## src/rtl/spq_pkg.sv

```systemverilog
// Shared operation and status codes for the sorted priority queue.
`default_nettype none

package spq_pkg;

    typedef logic [1:0] func_t;
    typedef logic [1:0] status_t;

    localparam func_t FUNC_PUSH = 2'd0;
    localparam func_t FUNC_POP  = 2'd1;
    localparam func_t FUNC_TOP  = 2'd2;

    localparam status_t STATUS_OK    = 2'd0;
    localparam status_t STATUS_EMPTY = 2'd1;
    localparam status_t STATUS_FULL  = 2'd2;

endpackage

`default_nettype wire

```

## src/rtl/spq_mem.sv

```systemverilog
// Entry storage for the sorted priority queue: one write port, one registered read port.
`default_nettype none

module spq_mem #(
    parameter int DEPTH  = 16,
    parameter int WIDTH  = 48,
    parameter int ADDR_W = 4
) (
    input  wire logic              clk,
    input  wire logic              wr_en,
    input  wire logic [ADDR_W-1:0] wr_addr,
    input  wire logic [WIDTH-1:0]  wr_data,
    input  wire logic              rd_en,
    input  wire logic [ADDR_W-1:0] rd_addr,
    output logic      [WIDTH-1:0]  rd_data
);

    logic [WIDTH-1:0] mem [DEPTH];

    always_ff @(posedge clk)
    begin
        if (wr_en)
        begin
            mem[wr_addr] <= wr_data;
        end
    end

    always_ff @(posedge clk)
    begin
        if (rd_en)
        begin
            rd_data <= mem[rd_addr];
        end
    end

endmodule

`default_nettype wire

```

## src/rtl/spq_ctrl.sv

```systemverilog
// Sequencer of the sorted priority queue: ring pointers, insertion scan and result register.
`default_nettype none

module spq_ctrl #(
    parameter int QUEUE_DEPTH    = 16,
    parameter int VALUE_WIDTH    = 32,
    parameter int PRIORITY_WIDTH = 16,
    parameter int PTR_W          = 4,
    parameter int CNT_W          = 5
) (
    input  wire logic                             clk,
    input  wire logic                             rst_n,
    input  wire logic                             order_mode,
    input  wire logic                             s_valid,
    output logic                                  s_ready,
    input  wire spq_pkg::func_t                   s_func,
    input  wire logic signed [VALUE_WIDTH-1:0]    s_value,
    input  wire logic signed [PRIORITY_WIDTH-1:0] s_priority,
    output logic                                  m_valid,
    input  wire logic                             m_ready,
    output logic signed [VALUE_WIDTH-1:0]         m_value,
    output logic signed [PRIORITY_WIDTH-1:0]      m_priority,
    output spq_pkg::status_t                      m_status,
    output logic [CNT_W-1:0]                      m_count,
    output logic                                  mem_wr_en,
    output logic [PTR_W-1:0]                      mem_wr_addr,
    output logic [VALUE_WIDTH+PRIORITY_WIDTH-1:0] mem_wr_data,
    output logic                                  mem_rd_en,
    output logic [PTR_W-1:0]                      mem_rd_addr,
    input  wire logic [VALUE_WIDTH+PRIORITY_WIDTH-1:0] mem_rd_data
);

    import spq_pkg::*;

    localparam logic [2:0] ST_IDLE  = 3'd0;
    localparam logic [2:0] ST_READ  = 3'd1;
    localparam logic [2:0] ST_SCAN  = 3'd2;
    localparam logic [2:0] ST_PLACE = 3'd3;
    localparam logic [2:0] ST_DONE  = 3'd4;

    localparam logic [PTR_W-1:0] LAST_SLOT = PTR_W'(QUEUE_DEPTH - 1);
    localparam logic [CNT_W-1:0] FULL_CNT  = CNT_W'(QUEUE_DEPTH);
    localparam logic [CNT_W-1:0] ONE_CNT   = CNT_W'(1);

    logic [2:0]                         state_reg, state_next;
    func_t                              func_reg, func_next;
    logic signed [PRIORITY_WIDTH-1:0]   pri_reg, pri_next;
    logic [VALUE_WIDTH+PRIORITY_WIDTH-1:0] carry_reg, carry_next;
    logic                               found_reg, found_next;
    logic [PTR_W-1:0]                   head_reg, head_next;
    logic [PTR_W-1:0]                   tail_reg, tail_next;
    logic [PTR_W-1:0]                   pos_reg, pos_next;
    logic [CNT_W-1:0]                   count_reg, count_next;
    logic [CNT_W-1:0]                   left_reg, left_next;
    status_t                            res_status_reg, res_status_next;
    logic signed [VALUE_WIDTH-1:0]      res_val_reg, res_val_next;
    logic signed [PRIORITY_WIDTH-1:0]   res_pri_reg, res_pri_next;
    logic                               out_valid_reg, out_valid_next;
    status_t                            out_status_reg, out_status_next;
    logic signed [VALUE_WIDTH-1:0]      out_val_reg, out_val_next;
    logic signed [PRIORITY_WIDTH-1:0]   out_pri_reg, out_pri_next;
    logic [CNT_W-1:0]                   out_count_reg, out_count_next;

    logic [PTR_W-1:0]                   head_inc;
    logic [PTR_W-1:0]                   tail_inc;
    logic [PTR_W-1:0]                   pos_inc;
    logic signed [VALUE_WIDTH-1:0]      rd_val;
    logic signed [PRIORITY_WIDTH-1:0]   rd_pri;
    logic                               goes_first;

    assign head_inc = (head_reg == LAST_SLOT) ? '0 : head_reg + PTR_W'(1);
    assign tail_inc = (tail_reg == LAST_SLOT) ? '0 : tail_reg + PTR_W'(1);
    assign pos_inc  = (pos_reg == LAST_SLOT) ? '0 : pos_reg + PTR_W'(1);

    assign rd_val = mem_rd_data[VALUE_WIDTH-1:0];
    assign rd_pri = mem_rd_data[VALUE_WIDTH +: PRIORITY_WIDTH];

    // The stored entry stays ahead of the new one when it is served before it or ties.
    assign goes_first = order_mode ? (rd_pri >= pri_reg) : (rd_pri <= pri_reg);

    always_comb
    begin
        state_next      = state_reg;
        func_next       = func_reg;
        pri_next        = pri_reg;
        carry_next      = carry_reg;
        found_next      = found_reg;
        head_next       = head_reg;
        tail_next       = tail_reg;
        pos_next        = pos_reg;
        count_next      = count_reg;
        left_next       = left_reg;
        res_status_next = res_status_reg;
        res_val_next    = res_val_reg;
        res_pri_next    = res_pri_reg;
        out_valid_next  = out_valid_reg && !m_ready;
        out_status_next = out_status_reg;
        out_val_next    = out_val_reg;
        out_pri_next    = out_pri_reg;
        out_count_next  = out_count_reg;
        mem_wr_en       = 1'b0;
        mem_wr_addr     = pos_inc;
        mem_wr_data     = carry_reg;
        mem_rd_en       = 1'b0;
        mem_rd_addr     = head_reg;

        unique case (state_reg)
            ST_IDLE:
            begin
                if (s_valid)
                begin
                    func_next       = s_func;
                    pri_next        = s_priority;
                    res_status_next = STATUS_OK;
                    res_val_next    = '0;
                    res_pri_next    = '0;
                    state_next      = ST_DONE;
                    case (s_func) inside
                        FUNC_PUSH:
                        begin
                            if (count_reg == FULL_CNT)
                            begin
                                res_status_next = STATUS_FULL;
                            end
                            else if (count_reg == '0)
                            begin
                                mem_wr_en   = 1'b1;
                                mem_wr_addr = tail_reg;
                                mem_wr_data = {s_priority, s_value};
                                count_next  = count_reg + ONE_CNT;
                                tail_next   = tail_inc;
                            end
                            else
                            begin
                                mem_rd_en   = 1'b1;
                                mem_rd_addr = head_reg;
                                pos_next    = head_reg;
                                left_next   = count_reg;
                                carry_next  = {s_priority, s_value};
                                found_next  = 1'b0;
                                state_next  = ST_SCAN;
                            end
                        end
                        FUNC_POP, FUNC_TOP:
                        begin
                            if (count_reg == '0)
                            begin
                                res_status_next = STATUS_EMPTY;
                            end
                            else
                            begin
                                mem_rd_en   = 1'b1;
                                mem_rd_addr = head_reg;
                                state_next  = ST_READ;
                            end
                        end
                        default:
                        begin
                            res_status_next = STATUS_OK;
                        end
                    endcase
                end
            end
            ST_READ:
            begin
                res_val_next = rd_val;
                res_pri_next = rd_pri;
                if (func_reg == FUNC_POP)
                begin
                    head_next  = head_inc;
                    count_next = count_reg - ONE_CNT;
                end
                state_next = ST_DONE;
            end
            ST_SCAN:
            begin
                // From the first entry that the new one goes ahead of, every entry moves back.
                if (found_reg || !goes_first)
                begin
                    mem_wr_en   = 1'b1;
                    mem_wr_addr = pos_reg;
                    mem_wr_data = carry_reg;
                    carry_next  = mem_rd_data;
                    found_next  = 1'b1;
                end
                if (left_reg == ONE_CNT)
                begin
                    state_next = ST_PLACE;
                end
                else
                begin
                    mem_rd_en   = 1'b1;
                    mem_rd_addr = pos_inc;
                    pos_next    = pos_inc;
                    left_next   = left_reg - ONE_CNT;
                end
            end
            ST_PLACE:
            begin
                mem_wr_en   = 1'b1;
                mem_wr_addr = pos_inc;
                mem_wr_data = carry_reg;
                count_next  = count_reg + ONE_CNT;
                tail_next   = tail_inc;
                state_next  = ST_DONE;
            end
            ST_DONE:
            begin
                if (!out_valid_reg || m_ready)
                begin
                    out_valid_next  = 1'b1;
                    out_status_next = res_status_reg;
                    out_val_next    = res_val_reg;
                    out_pri_next    = res_pri_reg;
                    out_count_next  = count_reg;
                    state_next      = ST_IDLE;
                end
            end
            default:
            begin
                state_next = ST_IDLE;
            end
        endcase
    end

    always_ff @(posedge clk or negedge rst_n)
    begin
        if (!rst_n)
        begin
            state_reg     <= ST_IDLE;
            head_reg      <= '0;
            tail_reg      <= '0;
            count_reg     <= '0;
            out_valid_reg <= 1'b0;
        end
        else
        begin
            state_reg     <= state_next;
            head_reg      <= head_next;
            tail_reg      <= tail_next;
            count_reg     <= count_next;
            out_valid_reg <= out_valid_next;
        end
    end

    always_ff @(posedge clk)
    begin
        func_reg       <= func_next;
        pri_reg        <= pri_next;
        carry_reg      <= carry_next;
        found_reg      <= found_next;
        pos_reg        <= pos_next;
        left_reg       <= left_next;
        res_status_reg <= res_status_next;
        res_val_reg    <= res_val_next;
        res_pri_reg    <= res_pri_next;
        out_status_reg <= out_status_next;
        out_val_reg    <= out_val_next;
        out_pri_reg    <= out_pri_next;
        out_count_reg  <= out_count_next;
    end

    assign s_ready    = (state_reg == ST_IDLE);
    assign m_valid    = out_valid_reg;
    assign m_value    = out_val_reg;
    assign m_priority = out_pri_reg;
    assign m_status   = out_status_reg;
    assign m_count    = out_count_reg;

endmodule

`default_nettype wire

```

## src/rtl/sorted_priority_queue.sv

```systemverilog
// Top level of the sorted priority queue: stream ports, order register and entry memory.
// Push on an empty or full queue and the unused code go from idle straight to the result;
// pop and top first read the head entry, and a push into a non-empty queue first scans every stored entry.
// The insertion scan visits one stored entry per cycle through the single memory port pair.
// A new transaction is taken the cycle after the result is loaded into the output register.
// Reset clears the count, ring pointers, order mode and output valid; entries are not cleared.
`default_nettype none

module sorted_priority_queue #(
    parameter int QUEUE_DEPTH    = 16,
    parameter int VALUE_WIDTH    = 32,
    parameter int PRIORITY_WIDTH = 16,
    localparam int PTR_W  = $clog2(QUEUE_DEPTH),
    localparam int CNT_W  = $clog2(QUEUE_DEPTH + 1),
    localparam int IN_DW  = ((VALUE_WIDTH + PRIORITY_WIDTH + 7) / 8) * 8,
    localparam int OUT_DW = ((VALUE_WIDTH + PRIORITY_WIDTH + CNT_W + 7) / 8) * 8
) (
    input  wire logic              clk,
    input  wire logic              rst_n,
    input  wire logic              s_tvalid,
    output logic                   s_tready,
    input  wire logic [IN_DW-1:0]  s_tdata,   // item_value, item_priority
    input  wire spq_pkg::func_t    s_tuser,   // func
    output logic                   m_tvalid,
    input  wire logic              m_tready,
    output logic [OUT_DW-1:0]      m_tdata,   // head_value, head_priority, entry_count
    output spq_pkg::status_t       m_tuser,   // status
    input  wire logic              cfg_valid,
    output logic                   cfg_ready,
    input  wire logic              cfg_data
);

    import spq_pkg::*;

    localparam int ENTRY_W = VALUE_WIDTH + PRIORITY_WIDTH;

    logic                               order_mode_reg;
    logic signed [VALUE_WIDTH-1:0]      head_value;
    logic signed [PRIORITY_WIDTH-1:0]   head_priority;
    logic [CNT_W-1:0]                   entry_count;
    logic                               mem_wr_en;
    logic [PTR_W-1:0]                   mem_wr_addr;
    logic [ENTRY_W-1:0]                 mem_wr_data;
    logic                               mem_rd_en;
    logic [PTR_W-1:0]                   mem_rd_addr;
    logic [ENTRY_W-1:0]                 mem_rd_data;

    assign cfg_ready = 1'b1;

    always_ff @(posedge clk or negedge rst_n)
    begin
        if (!rst_n)
        begin
            order_mode_reg <= 1'b0;
        end
        else if (cfg_valid && cfg_ready)
        begin
            order_mode_reg <= cfg_data;
        end
    end

    spq_ctrl #(
        .QUEUE_DEPTH    (QUEUE_DEPTH),
        .VALUE_WIDTH    (VALUE_WIDTH),
        .PRIORITY_WIDTH (PRIORITY_WIDTH),
        .PTR_W          (PTR_W),
        .CNT_W          (CNT_W)
    ) u_ctrl (
        .clk         (clk),
        .rst_n       (rst_n),
        .order_mode  (order_mode_reg),
        .s_valid     (s_tvalid),
        .s_ready     (s_tready),
        .s_func      (s_tuser),
        .s_value     (s_tdata[VALUE_WIDTH-1:0]),
        .s_priority  (s_tdata[VALUE_WIDTH +: PRIORITY_WIDTH]),
        .m_valid     (m_tvalid),
        .m_ready     (m_tready),
        .m_value     (head_value),
        .m_priority  (head_priority),
        .m_status    (m_tuser),
        .m_count     (entry_count),
        .mem_wr_en   (mem_wr_en),
        .mem_wr_addr (mem_wr_addr),
        .mem_wr_data (mem_wr_data),
        .mem_rd_en   (mem_rd_en),
        .mem_rd_addr (mem_rd_addr),
        .mem_rd_data (mem_rd_data)
    );

    spq_mem #(
        .DEPTH  (QUEUE_DEPTH),
        .WIDTH  (ENTRY_W),
        .ADDR_W (PTR_W)
    ) u_mem (
        .clk     (clk),
        .wr_en   (mem_wr_en),
        .wr_addr (mem_wr_addr),
        .wr_data (mem_wr_data),
        .rd_en   (mem_rd_en),
        .rd_addr (mem_rd_addr),
        .rd_data (mem_rd_data)
    );

    assign m_tdata = OUT_DW'({entry_count, head_priority, head_value});

    assert property (@(posedge clk) disable iff (!rst_n)
        m_tvalid && (m_tuser == STATUS_FULL) |-> entry_count == CNT_W'(QUEUE_DEPTH))
        else $error("Full status reported with a queue that is not full.");

    assert property (@(posedge clk) disable iff (!rst_n)
        m_tvalid && (m_tuser == STATUS_EMPTY) |->
            (entry_count == '0) && (head_value == '0) && (head_priority == '0))
        else $error("Empty status reported with entries or head data.");

    assert property (@(posedge clk) disable iff (!rst_n)
        m_tvalid |-> entry_count <= CNT_W'(QUEUE_DEPTH))
        else $error("Entry count exceeds the queue depth.");

    assert property (@(posedge clk) disable iff (!rst_n)
        mem_wr_en && mem_rd_en |-> mem_wr_addr != mem_rd_addr)
        else $error("Memory read and write collide on one entry.");

endmodule

`default_nettype wire
```

## config.mk

```make
export PLATFORM = sky130hd
export DESIGN_NAME = sorted_priority_queue
export DESIGN_NICKNAME = d
export VERILOG_FILES = /design/src/rtl/spq_pkg.sv /design/src/rtl/spq_mem.sv /design/src/rtl/spq_ctrl.sv /design/src/rtl/sorted_priority_queue.sv
export SDC_FILE = /design/constraint.sdc
export NUM_CORES = 1
export LEC_CHECK = 0
export BUFFER_PORTS_ARGS = -buffer_cell sky130_fd_sc_hd__buf_2
export CORE_ASPECT_RATIO = 0.9
export CORE_MARGIN = 2
export CORE_UTILIZATION = 40
export CTS_BUF_LIST = sky130_fd_sc_hd__clkbuf_8
export DETAILED_ROUTE_END_ITERATION = 16
export GPL_ROUTABILITY_DRIVEN = 0
export GPL_TIMING_DRIVEN = 1
export HOLD_SLACK_MARGIN = 0.15
export PLACE_DENSITY_LB_ADDON = 0.2
export SLEW_MARGIN = 30
export SYNTH_ARGS = -nofsm -noshare
export SYNTH_HDL_FRONTEND = slang
export SYNTH_SLANG_ARGS = --single-unit
export TNS_END_PERCENT = 20
```

## constraint.sdc

```tcl
create_clock -name clk -period 16.25 [get_ports clk]
set_input_delay 3.25 -clock clk [delete_from_list [all_inputs] [get_ports clk]]
set_output_delay 3.25 -clock clk [all_outputs]
set_load 0.1 [all_outputs]
```

**Yosys cells after proc, flatten, opt, wreduce, memory -nomap -nowiden**

Memory sizes are Yosys's and may differ from the RTL's. A register that Yosys moved wholly into a read port is not among the register bits.
Index checks and enable logic that the tools add are counted.

- $lt $le $gt $ge: 2
- Equal/unequal tests: 22
- Multiplexer cells: 86
- Add/subtract/negate cells: 6
- Reductions and logical operators: 24

Operator list:

| operator | number |
|---|---|
| 2-to-1 mux 48 bit | 10 |
| one-hot mux 48 bit (2 select lines) | 1 |
| 2-to-1 mux 4 bit | 19 |
| one-hot mux 32 bit (2 select lines) | 1 |
| 2-to-1 mux 5 bit | 10 |
| 2-to-1 mux 32 bit | 1 |
| one-hot mux 16 bit (2 select lines) | 1 |
| 2-to-1 mux 3 bit | 8 |
| one-hot mux 4 bit (2 select lines) | 3 |
| 2-to-1 mux 1 bit | 22 |
| AND reduction 6 bit | 3 |
| greater-or-equal comparator 16 bit | 1 |
| less-or-equal comparator 16 bit | 1 |
| 2-to-1 mux 16 bit | 1 |
| one-hot mux 5 bit (3 select lines) | 1 |
| adder 4 x 1 -> 4 bit, second input constant | 3 |
| equality test 4 bit, second input constant | 3 |
| != test 2 x 1 -> 1 bit, second input constant | 6 |
| one-hot mux 3 bit (4 select lines) | 1 |
| one-hot mux 5 bit (2 select lines) | 1 |
| subtractor 5 x 1 -> 5 bit, second input constant | 2 |
| != test 2 bit, second input constant | 4 |
| AND reduction 2 bit | 4 |
| equality test 3 x 2 -> 1 bit, second input constant | 2 |
| other kinds (21) | 31 |

- Memory bits (writable): 768
- Bits of input ports: 56
- Output and inout bits: 61
- Memories: 1
- Logic and storage cells: 160
- Register bits: 199

Memory list:

| memory | depth | bits a word | rd ports | clocked after Yosys merged registers in | write ports | RTL line | source |
|---|---|---|---|---|---|---|---|
| u_mem.mem | 16 | 48 | 1 | 1 | 1 | spq_mem.sv:18 | `logic [WIDTH-1:0] mem [DEPTH];` |

**Logic depth before layout (Yosys ltp)**

- Depth in word-level cells: 8
- Gate-level depth with buffers: 12

**Modules after synthesis**

Synthesis repeated with hierarchy kept, for this count alone.

- Cells, all modules: 1935
- Area, all modules: 39086.2 um^2

Modules (own cells, without submodules):

| module | area an instance (um^2) | seq. area each (um^2) | cells an instance | times used |
|---|---|---|---|---|
| spq_mem | 30171.4 | 24503.5 | 1242 | 1 |
| spq_ctrl | 8837.2 | 5860.6 | 685 | 1 |
| sorted_priority_queue | 77.6 | 25.0 | 8 | 1 |

**Least setup slack after synthesis**

OpenSTA, ideal clock, no wires.

- Path type: input to register
- From: input s_tuser[0]
- To: memory u_mem.mem[5][0] (enable)
- Buffers on the path: 1
- Setup slack: 7.431 ns
- Cell stages on the path: 11
- Required time: 15.737 ns
- Data arrival time: 8.306 ns
- Cell sequence: inv_1 > ha_1 > nand2_1 > or3_1 > buf_6 > and3_1 > o21ai_1 > o311ai_0 > nor3b_1 > nand4_1 > nor3_1

- Word-level cells in the longest chain between the ends: 6
- Elaborated cells between the ends (all ways): 9
- Those cells by class: mux (8); reduce/logical (1)

RTL lines:

| what | RTL line | source |
|---|---|---|
| start, declared | sorted_priority_queue.sv:23 | `input wire spq_pkg::func_t s_tuser,` |
| logical NOT 2 bit (no line) (*) | n/a |  |
| 2-to-1 mux 1 bit | spq_ctrl.sv:118 | `case (s_func) inside` |
| 2-to-1 mux 1 bit | spq_ctrl.sv:110 | `if (s_valid)` |
| one-hot mux 1 bit (3 select lines) | spq_ctrl.sv:107 | `unique case (state_reg)` |
| 2-to-1 mux 1 bit | spq_mem.sv:22 | `if (wr_en)` |
| 2-to-1 mux 1 bit (not written as such) | spq_mem.sv:24 | `mem[wr_addr] <= wr_data;` |
| end, declared | spq_mem.sv:18 |  |

Mark *: on every way between the ends. The rest lies on a longest branch, timed or not.

**Final worst setup path**

- From: input s_tuser[0]
- To: memory u_mem.mem[4][3] (enable)

The elaborated chain is that of the path after synthesis.

==> run_results.csv <==
group,metric,value,unit
setup_path,worst_setup_path_end_kind,"flip-flop",
floorplan,dieHeight,303,µm
synthesis,yosys.area.top_type,"edfxtp_1",
setup_path,crit_required,16.67,ns
clock_tree,cts_root_buffer,"clkbuf_8",
finish,fillerInstances,8351,
synthesis,yosysWarnings,0,
global_route,grt_pass1_vias,20500,
global_route,grt.overflow.total,0,
place,placed_cell_area,41800,µm²
floorplan,dieArea,102000,µm²
synthesis,synthTopCellsByArea,"edfxtp_1 76%, mux4_2 11%, nand2_1 1.7%",
synthesis,synth_edf_count,997,
setup_path,start_kind,"input pin",
synthesis,synth_top_area_share,75.5,%
clock_tree,clock-sinks,1015,
synthesis,mappedNetlistArea,39700,µm²
setup_path,crit_family,"simple AND/OR/NAND/NOR gates",
floorplan,ioPinCount,117,
synthesis,synth-async-reset-ratio,1.77,%
power,p_per_area,189,nW/µm²
timing,worst_pin_slew,0.950,ns
run,maxCapViolCount,0,
power,irDropWorstVdd,122,µV
clock_tree,cts-hold-fix-buffers,0,
timing,hold_ws,0.405,ns
floorplan,start_util,40.4,%
timing,setup_tns,0,ns
global_route,grt.total_usage,18.0,%
floorplan,row_count,109,
timing,clock_skew,0.0529,ns
setup_path,cp.buffers_inverters,4,
clock_tree,post_cts_buffers,0,
synthesis,synth_ff_type,"edfxtp_1",
floorplan,core-area,98200,µm²
global_route,antenna_found_initial,3,
timing,post-route-period-util,41.1,%
synthesis,yosys_register_bits,1015,
clock_tree,htree_levels,4,
setup_path,slowest_delay,0.76,ns
global_route,grt_start_max_net_pins,111,
setup_path,slowest_stage,"buf_4",
place,post-dp-hpwl,45.2,mm
finish,syn2layout_area_growth,13.3,%
clock_tree,cts_resized,0,
clock_tree,clock_path_buffers,3,
drt,vias,19600,
setup_path,worstSetupPathType,"in2reg",
drt,drtIter0Drc,1731,
place,io_buffers,112,
timing,maxSlewViolCount,0,
timing,period_minus_slack,6.68,ns
clock_tree,clk_pin_slew,0.06,ns
synthesis,ys_types,59,
finish,stdcell_area,44900,µm²
drt,routed_via_density,5.43,
drt,drt_first_pass_iters,5,
setup_path,crit_chain,"buf_2, inv_1, ha_1, nand2_1, or3_1, nor4_4, buf_6, o311ai_0, nor3b_1, nand4_1, nor3_2, buf_4",
drt,wirelength,89.9,mm
global_route,grt_pass1_wl,133,mm
drt,route.detailed.drc,0,
timing,setup_viol,0,
drt,wl_per_cell,24.9,µm
power,leakage,14.9,nW
outcome,status,"complete, no violations",
synthesis,syn_inst,2005,
floorplan,die_w,336,µm
finish,largest_register_ffs,768,
setup_path,worst-path-max-fanout,49,
synthesis,syn_area_per_cell,19.8,µm²
finish,nets,2300,
setup_path,arrival,7.11,ns
finish,fin_util,45.7,%
synthesis,yosysSeqAreaShare,76.6,%
drt,ant_nets,0,
timing,maxClockFrequency,150,MHz
clock_tree,clkLatencyLatePin,0.83,ns
timing,finalHoldViolations,0,
timing,rsz0062_at_grt,"no",
clock_tree,cts_buffers,165,
worst_hold_path,hp-class,"reg2reg",
finish,drive_above_1_share,27.0,%
clock_tree,cts_tree,"yes",
timing,slew_headroom,36.7,%
## logic make-up (layout without fill, tap and decap cells)
family          after synthesis  count (layout)  synth area share [%]
buf+inv                     135             467                  1.45
compound gates              168             168                  2.64
other cells                   2               6                0.0189
flops                      1015            1015                  76.6
fa+ha+maj                    26              26                 0.839
simple gates                346             346                  4.31
mux                         301             301                  13.8
xor+xnor                     12              12                 0.265
## per-layer routing
layer	vias to the layer above	global-route usage, %	share of wire (%)
met5	-	0	0
met4	0	5.47	1.8
met3	136	3.62	6.5
met2	656	27.4	46
met1	10300	26.4	46
li1	8487	-	-
## area by class of cell
| cell class | count | area [µm²] | share of cell area, % |
|---|---|---|---|
| diodes | 2 | 5.00 | 0.0111 |
| clock buffers | 169 | 2330 | 5.18 |
| clock inverters | 119 | 644 | 1.43 |
| inverters | 29 | 109 | 0.242 |
| multi-input cells | 857 | 8840 | 19.7 |
| flip-flops and latches | 1015 | 30400 | 67.7 |
| well taps | 1276 | 1600 | 3.56 |
| repair buffers | 150 | 1000 | 2.23 |
## Yosys cell counts (2+ instances only)
| library cell | number |
|---|---|
| a211oi_1 | 49 |
| o2111ai_1 | 2 |
| or2_2 | 3 |
| nor4_1 | 3 |
| a211oi_2 | 2 |
| conb_1 | 2 |
| nor2b_1 | 50 |
| buf_2 | 25 |
| a31oi_1 | 4 |
| a21o_1 | 2 |
| mux2i_1 | 52 |
| mux4_2 | 192 |
| clkbuf_1 | 62 |
| o21ai_1 | 2 |
| a22oi_1 | 3 |
| and3_1 | 14 |
| dfrtp_1 | 18 |
| o21ai_0 | 20 |
| nand2_1 | 182 |
| buf_6 | 2 |
| nor2_1 | 12 |
| a21oi_1 | 72 |
| nand3_1 | 3 |
| edfxtp_1 | 997 |
| buf_4 | 5 |
| nor3_1 | 6 |
| and2_1 | 49 |
| nand2b_1 | 5 |
| inv_1 | 28 |
| nand4_1 | 7 |
| nor4b_1 | 2 |
| o311ai_0 | 3 |
| xnor2_1 | 11 |
| ha_1 | 25 |
| buf_1 | 11 |
| mux2_2 | 57 |
## where the power goes
part	switching, mW	leakage, nW	internal (mW)	total (mW)
Combinational	1.75	3.90	0.994	2.74
Clock	0.995	1.68	1.03	2.03
Sequential	0.165	9.30	3.54	3.70
## stage by stage
stage	instances	power [mW]	setup WS, ns
6_report	3617	8.47	9.57
5_1_grt	3616	8.91	9.33
4_1_cts	3611	8.56	9.57
3_5_place_dp	3323	6.51	8.69
3_3_place_gp	3322	6.46	8.57
2_1_floorplan	2007	5.72	7.43
## cell usage in the layout (no fill, tap or decap), types with 5 or more instances in the layout
master / synthesis / layout
buf_6: 2 / 10
nor3_2: 1 / 5
and3_2: 0 / 11
xnor2_1: 11 / 11
clkinvlp_4: 0 / 5
a21oi_1: 72 / 71
clkbuf_8: 0 / 169
nor2_1: 12 / 12
mux2_2: 57 / 56
inv_6: 0 / 6
nand4_1: 7 / 7
and2_1: 49 / 49
nand2b_1: 5 / 5
mux4_2: 192 / 192
buf_4: 5 / 21
mux2i_1: 52 / 50
clkinv_2: 0 / 9
inv_1: 28 / 76
a211oi_1: 49 / 49
o21ai_0: 20 / 20
ha_1: 25 / 25
buf_2: 25 / 112
clkinv_1: 0 / 43
nor2b_1: 50 / 50
edfxtp_1: 997 / 997
dfrtp_1: 18 / 18
nand2_1: 182 / 180
## worst paths after layout
path	start	to	slack, ns	cells past startpoint
max in group asynchronous	rst_n	u_ctrl.tail_reg[1]	13.56	1
worst max-delay path	s_tuser[0]	u_mem.mem[4][3]	9.57	12
worst min register to register	u_ctrl.res_val_reg[16]	u_ctrl.m_value[16]	0.40	0
worst max register to register	u_mem.rd_data[47]	u_mem.mem[9][19]	11.04	9
worst min-delay path	u_ctrl.res_val_reg[16]	u_ctrl.m_value[16]	0.40	0
min in group asynchronous	rst_n	u_ctrl.state_reg[2]	2.37	1
No activity file was read; power rests on OpenSTA's default activity.
